**config.mk**
```make
export PLATFORM = sky130hd
export DESIGN_NAME = mmc3_outer_bank_mapper_top
export DESIGN_NICKNAME = d
export VERILOG_FILES = /design/src/rtl/mobm_pkg.sv /design/src/rtl/mmc3_outer_bank_mapper_top.sv
export VERILOG_INCLUDE_DIRS = /design/src /design/src/rtl
export SDC_FILE = /design/constraint.sdc
export NUM_CORES = 1
export LEC_CHECK = 0
export BUFFER_PORTS_ARGS = -buffer_cell sky130_fd_sc_hd__buf_4
export CAP_MARGIN = 40
export CORE_ASPECT_RATIO = 1.1
export CORE_MARGIN = 1.5
export CORE_UTILIZATION = 35
export CTS_BUF_LIST = sky130_fd_sc_hd__clkbuf_16
export DETAILED_ROUTE_END_ITERATION = 12
export PLACE_DENSITY_LB_ADDON = 0.05
export SYNTH_ARGS = -nofsm -noshare
export SYNTH_HDL_FRONTEND = slang
export SYNTH_SLANG_ARGS = --single-unit
```
**constraint.sdc**
```tcl
create_clock -name aclk -period 3.9 [get_ports aclk]
set_input_delay 0.585 -clock aclk [delete_from_list [all_inputs] [get_ports aclk]]
set_output_delay 0.585 -clock aclk [all_outputs]
set_load 0.02 [all_outputs]
```
**src/rtl/assert_macros.svh**
```systemverilog
// Assertion helpers, clocked on aclk and quiet during reset.
`ifndef ASSERT_MACROS_SVH
`define ASSERT_MACROS_SVH

// Same-cycle implication.
`define ASSERT_IMP(lbl, ante, cons) \
    lbl: assert property (@(posedge aclk) disable iff (!aresetn) (ante) |-> (cons)) \
        else $error("assertion failed: same-cycle implication");

// Next-cycle implication.
`define ASSERT_NXT(lbl, ante, cons) \
    lbl: assert property (@(posedge aclk) disable iff (!aresetn) (ante) |=> (cons)) \
        else $error("assertion failed: next-cycle implication");

`endif

```
**src/rtl/mobm_pkg.sv**
```systemverilog
package mobm_pkg;

    localparam int ADDR_W  = 16;
    localparam int BYTE_W  = 8;
    localparam int CHR_W   = 9;
    localparam int PRG_W   = 8;
    localparam int CNT_W   = 9;
    localparam int NUM_CHR = 8;
    localparam int NUM_PRG = 4;
    localparam int NUM_BANK_REGS = 8;
    localparam int NUM_OUTER     = 4;
    localparam int IN_DATA_W  = 24;
    localparam int OUT_DATA_W = NUM_CHR * CHR_W + NUM_PRG * PRG_W;

    localparam logic [CNT_W-1:0] PRG_COUNT_RESET = 9'd64;

    // decode key: {address[15:13], address[0]} (address & 0xE001)
    localparam logic [3:0] DEC_CMD        = 4'b100_0;  // $8000
    localparam logic [3:0] DEC_BANK       = 4'b100_1;  // $8001
    localparam logic [3:0] DEC_OUTER_CTL  = 4'b101_1;  // $A001
    localparam logic [3:0] DEC_OUTER_DATA = 4'b011_0;  // even $6000-$7FFF

    localparam int CMD_CHR_INV_BIT  = 7;
    localparam int CMD_PRG_SWAP_BIT = 6;
    localparam int OUTER_EN_BIT     = 7;

    typedef logic [NUM_BANK_REGS-1:0][BYTE_W-1:0] bank_arr_t;
    typedef logic [NUM_OUTER-1:0][BYTE_W-1:0]     outer_arr_t;

    typedef struct packed {
        logic [NUM_PRG-1:0][PRG_W-1:0] prg;
        logic [NUM_CHR-1:0][CHR_W-1:0] chr;
    } map_t;

    function automatic logic [3:0] decode_addr(input logic [ADDR_W-1:0] addr);
        return {addr[15:13], addr[0]};
    endfunction

    function automatic map_t apply_map(input bank_arr_t banks, input logic [BYTE_W-1:0] cmd,
                                       input outer_arr_t outer);
        logic [BYTE_W-1:0]      cm;
        logic [5:0][BYTE_W-1:0] c;
        logic [BYTE_W-1:0]      pm;
        logic [BYTE_W-1:0]      p0;
        logic [BYTE_W-1:0]      p1;
        logic [BYTE_W-1:0]      pf;
        map_t                   m;
        cm = {outer[2][3:0], 4'hF};
        for (int i = 0; i < 6; i++) begin
            c[i] = (banks[i] | {outer[1][3:0], 4'h0}) & cm;
        end
        if (cmd[CMD_CHR_INV_BIT]) begin
            m.chr[0] = {1'b0, c[2]};
            m.chr[1] = {1'b0, c[3]};
            m.chr[2] = {1'b0, c[4]};
            m.chr[3] = {1'b0, c[5]};
            m.chr[4] = {1'b0, c[0]};
            m.chr[5] = {1'b0, c[0]} + 9'd1;
            m.chr[6] = {1'b0, c[1]};
            m.chr[7] = {1'b0, c[1]} + 9'd1;
        end else begin
            m.chr[0] = {1'b0, c[0]};
            m.chr[1] = {1'b0, c[0]} + 9'd1;
            m.chr[2] = {1'b0, c[1]};
            m.chr[3] = {1'b0, c[1]} + 9'd1;
            m.chr[4] = {1'b0, c[2]};
            m.chr[5] = {1'b0, c[3]};
            m.chr[6] = {1'b0, c[4]};
            m.chr[7] = {1'b0, c[5]};
        end
        pm = {2'b00, ~outer[3][5:0]};
        p0 = (banks[6] & pm) | outer[1];
        p1 = (banks[7] & pm) | outer[1];
        pf = pm | outer[1];
        if (cmd[CMD_PRG_SWAP_BIT]) begin
            m.prg[0] = pf;
            m.prg[1] = p1;
            m.prg[2] = p0;
            m.prg[3] = pf;
        end else begin
            m.prg[0] = p0;
            m.prg[1] = p1;
            m.prg[2] = pf;
            m.prg[3] = pf;
        end
        return m;
    endfunction

    // power-on map: PRG 0, 1, count-2, count-1 (mod 256), CHR all zero
    function automatic map_t default_map(input logic [CNT_W-1:0] cnt);
        map_t m;
        m.chr = '0;
        m.prg[0] = 8'd0;
        m.prg[1] = 8'd1;
        m.prg[2] = cnt[PRG_W-1:0] - 8'd2;
        m.prg[3] = cnt[PRG_W-1:0] - 8'd1;
        return m;
    endfunction

endpackage

```
**src/rtl/mmc3_outer_bank_mapper_top.sv**
```systemverilog
// Channel   Dir  Handshake          Payload
// s_*       in   s_tvalid/s_tready  s_tdata: address[15:0], value[23:16]
// m_*       out  m_tvalid/m_tready  m_tdata: chr_slot0..7 (9b each), prg_slot0..3 (8b each)
// cfg_*     in   cfg_we             cfg_wdata: prg_bank_count
//
// One item per cycle sustained while m_tready stays high; an accepted item passes through
// the input register, then the mapper update into the result register, before m_tdata.
// aresetn is synchronous, active low; it restores the power-on mapper state.
// A stalled m side holds the result; the input register still takes one more item.
`include "assert_macros.svh"

module mmc3_outer_bank_mapper_top import mobm_pkg::*; (
    input  logic                   aclk,
    input  logic                   aresetn,
    input  logic                   s_tvalid,
    output logic                   s_tready,
    input  logic [IN_DATA_W-1:0]   s_tdata,   // address[15:0], value[23:16]
    output logic                   m_tvalid,
    input  logic                   m_tready,
    output logic [OUT_DATA_W-1:0]  m_tdata,   // chr_slot0[8:0] .. chr_slot7[71:63],
                                              // prg_slot0[79:72] .. prg_slot3[103:96]
    input  logic                   cfg_we,
    input  logic [CNT_W-1:0]       cfg_wdata  // prg_bank_count
);

    logic                 in_valid_reg;
    logic                 in_valid_next;
    logic [ADDR_W-1:0]    in_addr_reg;
    logic [BYTE_W-1:0]    in_value_reg;
    logic                 out_valid_reg;
    logic                 out_valid_next;
    map_t                 out_map_reg;
    map_t                 out_map_next;
    logic                 advance;

    logic [CNT_W-1:0]     prg_bank_count_reg;
    bank_arr_t            bank_regs_reg;
    bank_arr_t            bank_regs_next;
    logic [BYTE_W-1:0]    cmd_reg;
    logic [BYTE_W-1:0]    cmd_next;
    logic                 outer_en_reg;
    logic                 outer_en_next;
    logic [1:0]           outer_idx_reg;
    logic [1:0]           outer_idx_next;
    outer_arr_t           outer_bytes_reg;
    outer_arr_t           outer_bytes_next;
    logic                 map_applied_reg;
    logic                 map_applied_next;
    map_t                 applied_reg;
    map_t                 applied_next;
    logic                 do_apply;
    logic [3:0]           dec;

    assign advance  = in_valid_reg && (!out_valid_reg || m_tready);
    assign s_tready = !in_valid_reg || advance;
    assign m_tvalid = out_valid_reg;
    assign m_tdata  = out_map_reg;
    assign dec      = decode_addr(in_addr_reg);

    assign in_valid_next  = s_tready ? s_tvalid : in_valid_reg;
    assign out_valid_next = advance ? 1'b1 : (m_tready ? 1'b0 : out_valid_reg);

    always_comb begin
        bank_regs_next   = bank_regs_reg;
        cmd_next         = cmd_reg;
        outer_en_next    = outer_en_reg;
        outer_idx_next   = outer_idx_reg;
        outer_bytes_next = outer_bytes_reg;
        do_apply         = 1'b0;
        if (advance) begin
            case (dec)
                DEC_CMD: begin
                    cmd_next = in_value_reg;
                    do_apply = 1'b1;
                end
                DEC_BANK: begin
                    bank_regs_next[cmd_reg[2:0]] = in_value_reg;
                    do_apply = 1'b1;
                end
                DEC_OUTER_CTL: begin
                    if (in_value_reg[OUTER_EN_BIT]) begin
                        outer_en_next  = 1'b1;
                        outer_idx_next = 2'd0;
                    end else begin
                        outer_en_next = 1'b0;
                    end
                end
                DEC_OUTER_DATA: begin
                    if (outer_en_reg) begin
                        outer_bytes_next[outer_idx_reg] = in_value_reg;
                        outer_idx_next = outer_idx_reg + 2'd1;
                        // fourth byte closes the set
                        do_apply = (outer_idx_reg == 2'd3);
                    end
                end
                default: begin
                end
            endcase
        end
        applied_next     = do_apply ? apply_map(bank_regs_next, cmd_next, outer_bytes_next)
                                    : applied_reg;
        map_applied_next = map_applied_reg || do_apply;
        out_map_next     = map_applied_next ? applied_next : default_map(prg_bank_count_reg);
    end

    always_ff @(posedge aclk) begin
        if (!aresetn) begin
            in_valid_reg       <= 1'b0;
            out_valid_reg      <= 1'b0;
            prg_bank_count_reg <= PRG_COUNT_RESET;
            bank_regs_reg      <= '0;
            cmd_reg            <= '0;
            outer_en_reg       <= 1'b0;
            outer_idx_reg      <= 2'd0;
            outer_bytes_reg    <= '0;
            map_applied_reg    <= 1'b0;
            applied_reg        <= '0;
        end else begin
            in_valid_reg    <= in_valid_next;
            out_valid_reg   <= out_valid_next;
            bank_regs_reg   <= bank_regs_next;
            cmd_reg         <= cmd_next;
            outer_en_reg    <= outer_en_next;
            outer_idx_reg   <= outer_idx_next;
            outer_bytes_reg <= outer_bytes_next;
            map_applied_reg <= map_applied_next;
            applied_reg     <= applied_next;
            if (cfg_we) begin
                prg_bank_count_reg <= cfg_wdata;
            end
        end
    end

    always_ff @(posedge aclk) begin
        if (s_tvalid && s_tready) begin
            in_addr_reg  <= s_tdata[ADDR_W-1:0];
            in_value_reg <= s_tdata[ADDR_W +: BYTE_W];
        end
        if (advance) begin
            out_map_reg <= out_map_next;
        end
    end

    `ASSERT_IMP(a_stall_only_when_full, !s_tready, in_valid_reg && out_valid_reg && !m_tready)
    `ASSERT_IMP(a_unapplied_map_clear, !map_applied_reg, applied_reg == '0)
    `ASSERT_NXT(a_cmd_applies, advance && dec == DEC_CMD, map_applied_reg && m_tvalid)
    `ASSERT_NXT(a_outer_wrap_applies,
        advance && dec == DEC_OUTER_DATA && outer_en_reg && outer_idx_reg == 2'd3,
        map_applied_reg && outer_idx_reg == 2'd0)

endmodule

```
# [Yosys cells after proc, flatten, opt, wreduce, memory -nomap -nowiden]
# Index checks and enable logic that the tools add are counted.
[totals] reg_bits=350 input_bits=38 elab_cells=124
[classes] add_sub_neg=5 magnitude_cmp=4 eq_ne=7 muxes=26 bitwise_logic=18 n_reduce_logical=16
[op_table] operator="$mux W104" count=2
[op_table] operator="$mux W64" count=2
[op_table] operator="$mux W30" count=3
[op_table] operator="$mux W72" count=1
[op_table] operator="$bwmux W64" count=1
[op_table] operator="$or A8 B8 Y8" count=8
[op_table] operator="$and A8 B8 Y8" count=6
[op_table] operator="$bwmux W32" count=1
[op_table] operator="$mux W8" count=4
[op_table] operator="$demux W8 S3" count=1
[op_table] operator="$mux W24" count=1
[op_table] operator="$add A8 B1 Y9 const B" count=2
[op_table] operator="$and A8 B6 Y8" count=2
[op_table] operator="$demux W8 S2" count=1
[op_table] operator="$eq A4 B4 Y1 const B" count=3
[op_table] operator="$or A6 B8 Y8" count=1
[op_table] operator="$sub A8 B1 Y8 const B" count=1
[op_table] operator="$sub A8 B2 Y8 const B" count=1
[op_table] operator="$not A6 Y6" count=1
[op_table] operator="$mux W1" count=5
[op_table] operator="$eq A4 B3 Y1 const B" count=1
[op_table] operator="$logic_and A1 B1 Y1" count=4
[op_table] operator="$lt A3 B4 Y1 const B" count=1
[op_table] operator="$mux W2" count=2
[op_table] operator="15 further kinds" count=21

# [Logic depth before layout (Yosys ltp)]
[logic_depth] word_depth=14 ltp_mapped=13

# [Worst setup path before layout]
# Ideal clock, no wire load.
[synth_timing] path_kind="in2reg" startpoint="input m_tready" endpoint="register outer_en_reg" setup_ns=0.128 arrival_ns=3.534 required_time_ns=3.772 path_slack_ns=0.238 cell_stages=7 path_buffers=1 path_cell_list="nand2b_1 -> buf_4 -> nand2_1 -> inv_1 -> nand4_1 -> mux2i_1 -> nor2_1"
[synth_via] elab_chain_len=3
[synth_lines] element="start, declared" line_no="mmc3_outer_bank_mapper_top.sv:19" text="input logic m_tready,"
[synth_lines] element="$logic_or A1 B1 Y1" line_no="mmc3_outer_bank_mapper_top.sv:54" text="assign advance = in_valid_reg && (!out_valid_reg || m_tready);"
[synth_lines] element="$logic_and A1 B1 Y1" line_no="mmc3_outer_bank_mapper_top.sv:54"
[synth_lines] element="net advance" line_no="mmc3_outer_bank_mapper_top.sv:34" text="logic advance;"
[synth_lines] element="$reduce_and A2 Y1 (no line)"
[synth_lines] element="end signal, assigned" line_no="mmc3_outer_bank_mapper_top.sv:123" text="outer_en_reg <= outer_en_next;"
[synth_lines] element="end, declared" line_no="mmc3_outer_bank_mapper_top.sv:41" text="logic outer_en_reg;"
# The timed path passes the listed nets, and every way through them passes these cells.
# A chain may end at the register's enable or synchronous reset.

==> results.py <==
metrics = {
    "status": {
        "outcome": "complete, no violations",
    },
    "critical_path": {
        "arrival_ns": 3.51,
        "crit_family": "compound AO/OA/AOI/OAI gates",
        "endpoint": "m_tdata[13]",
        "r2r-start": "in_addr_reg[13]",
        "worstSetupStartpointType": "register",
        "cp.required_ns": 4.18,
        "worstPathCellList": "and4bb_4 -> nand2_1 -> nor2_2 -> mux2i_1 -> inv_1 -> ha_1 -> inv_1 -> a221oi_2 -> xor2_1 -> a221o_1 -> a21boi_1",
        "path_class": "register to register",
        "cpMostUsedCell": "inv_1",
        "crit_path_end_kind": "register",
        "crit_start": "in_addr_reg[13]",
        "cp_num_cells": 11,
        "worstReg2RegEnd": "m_tdata[13]",
        "reg2regPathDepth": 11,
        "crit_path_max_fanout": 7,
        "cpMaxStageDelayCell": "edfxtp_1",
        "crit_path_max_incr_delay_ns": 0.51,
        "regToRegSetupSlack_ns": 0.67,
        "crit_buf_inv": 2,
    },
    "synthesis": {
        "ys_seq_area_share_pct": 56.2,
        "synth-async-reset-ratio_pct": 0,
        "syn_area_sq_um": 13400,
        "synth_top_area_share_pct": 30.1,
        "synth_ff_type": "dfxtp_1",
        "synthTopCellsByArea": "dfxtp_1 30%, edfxtp_1 26%, mux2i_1 5.5%",
        "synth_nets": 1335,
        "syn_inst": 1289,
        "ys_ff_latch": 317,
        "syn_avg_cell_area_sq_um": 10.4,
        "synth_largest_area_cell": "dfxtp_1",
        "yosysWarnings": 0,
        "synth-edff-count": 116,
        "synth_cell_types": 61,
    },
    "timing": {
        "hold_viol_final": 0,
        "worst_pin_slew_ns": 0.891,
        "slew_headroom_pct": 40.6,
        "setup_viol": 0,
        "fmax_mhz": 310,
        "fin_crit_sh_pct": 82.8,
        "finalCriticalPeriod_ns": 3.23,
        "rsz0062_at_grt": "no",
        "hold_ws_ns": 0.231,
        "tns_ns": 0,
        "slew_violations": 0,
        "worst_slack_ns": 0.669,
        "clock-skew-final_ns": 0.0136,
    },
    "global_route": {
        "grt_max_degree": 68,
        "antenna_found_initial": 0,
        "grt_pass1_wl_mm": 56.3,
        "grt_usage_pct": 18.4,
        "grt_pass1_vias": 9569,
        "grt_overflow_total": 0,
    },
    "cts": {
        "cts-root-buf": "clkbuf_16",
        "cts_buffers": 36,
        "worstSkewPairLatency_ns": 0.53,
        "cts_tree": "done",
        "htree_levels": 2,
        "cts_hold_buffers": 0,
        "clockBufferDepth": 3,
        "path_clk_slew_ns": 0.06,
        "ctsResizeCount": 0,
        "cts.sinks": 317,
        "cts_setup_buffers": 0,
    },
    "final_layout": {
        "synthToLayoutAreaGrowth_pct": 21.2,
        "design_area_sq_um": 16200,
        "fillers": 3720,
        "fin_cells": 1943,
        "diodes": 0,
        "final_common_cell": "dfxtp_1",
        "post-route-util_pct": 43.3,
        "final_cell_mix": "201 x dfxtp_1, 194 x nor2_1, 180 x buf_4",
        "nNetsFinal": 1467,
        "layout-drive-gt1-share_pct": 20.3,
    },
    "place": {
        "placed_area_sq_um": 15100,
        "gp_congestion": 0.789,
        "dp.cells": 1877,
        "pre_cts_ws_ns": 0.585,
        "place_hpwl_mm": 24.7,
        "portBuffers": 130,
    },
    "routing": {
        "wirelength_mm": 36.1,
        "first_iter_violations": 562,
        "via_count": 9960,
        "drcViolationCount": 0,
        "vias_per_cell": 5.13,
        "dr.pass1.iters": 5,
        "wl_per_cell_um": 18.6,
        "ant_nets": 0,
    },
    "power": {
        "leakagePower_nw": 6.23,
        "ir_drop_mv": 0.235,
        "p_per_area_nw_per_um2": 442,
        "total_power_mw": 7.16,
    },
    "flow_run": {
        "maxCapViolCount": 0,
    },
    "floorplan": {
        "ios": 144,
        "dieArea_sq_um": 39400,
        "die_y_um": 208,
        "core_area_sq_um": 37400,
        "initial_core_util_pct": 35.7,
        "std_cell_rows": 74,
        "die_w_um": 189,
    },
    "hold_path": {
        "min_path_type": "primary input to register",
    },
}
worst min-delay path by stage:
stage                                from              end  slack (ns)  depth (start not counted)
after floorplan           applied_reg[21]  applied_reg[21]        0.44                          2
after detailed placement  applied_reg[37]  applied_reg[37]        0.45                          2
after CTS                     s_tdata[17]  in_value_reg[1]        0.20                          1
final                         s_tdata[17]  in_value_reg[1]        0.23                          1
after global placement    applied_reg[57]  applied_reg[57]        0.45                          2
after global routing          s_tdata[17]  in_value_reg[1]        0.20                          1
cell usage after synthesis, drive strengths merged (2+ instances only):
cell / count
a2111oi: 8
a211oi: 24
a21boi: 7
a21o: 16
a21oi: 98
a221o: 4
a221oi: 2
a22oi: 4
a311oi: 8
a31oi: 31
and2: 64
and3: 19
and3b: 2
buf: 29
clkbuf: 62
dfxtp: 201
edfxtp: 116
ha: 8
inv: 15
mux2: 28
mux2i: 78
nand2: 69
nand2b: 10
nand3: 34
nand3b: 4
nand4: 12
nor2: 200
nor2b: 4
nor3: 4
o211a: 4
o211ai: 14
o21a: 18
o21ai: 39
o22a: 4
o22ai: 7
o31ai: 5
or2: 6
or3: 8
xnor2: 8
xor2: 8
kinds of logic (layout without fill, tap and decap cells):
group	count (synthesis)	count (layout)	share of synthesized area (%)
buffers and inverters	106	266	3.27
flip-flops	317	317	56.2
multiplexers	106	106	8.44
AND/OR/NAND/NOR	442	442	16.1
adder cells (fa/ha/maj)	8	8	0.749
XOR/XNOR	16	16	1.05
AO/OA/AOI/OAI	294	294	14.2
final cells by class:
cell class	instances	area, sq um	area share, %
clock buffer	37	926	5.72
clock inverter	29	180	1.11
inverter	15	61.3	0.378
multi-input combinational	866	5460	33.7
sequential	317	7510	46.3
tap	494	618	3.82
timing repair buffer	185	1450	8.96
power by group:
group	internal [mW]	switching, mW	total [mW]	leakage, nW
sequential	3.50	0.0572	3.56	2.74
clock	1.85	1.36	3.21	0.581
combinational	0.147	0.245	0.392	2.91
total	5.50	1.66	7.16	6.23
layer usage:
metal	up-vias	track usage, %	wire (um)
met2	211	29.7	16900
met1	4828	25.3	17100
li1	4879	-	-
met3	42	3.21	1490
met5	-	0	0
met4	0	5.09	659
No activity file was read; power rests on OpenSTA's default activity.
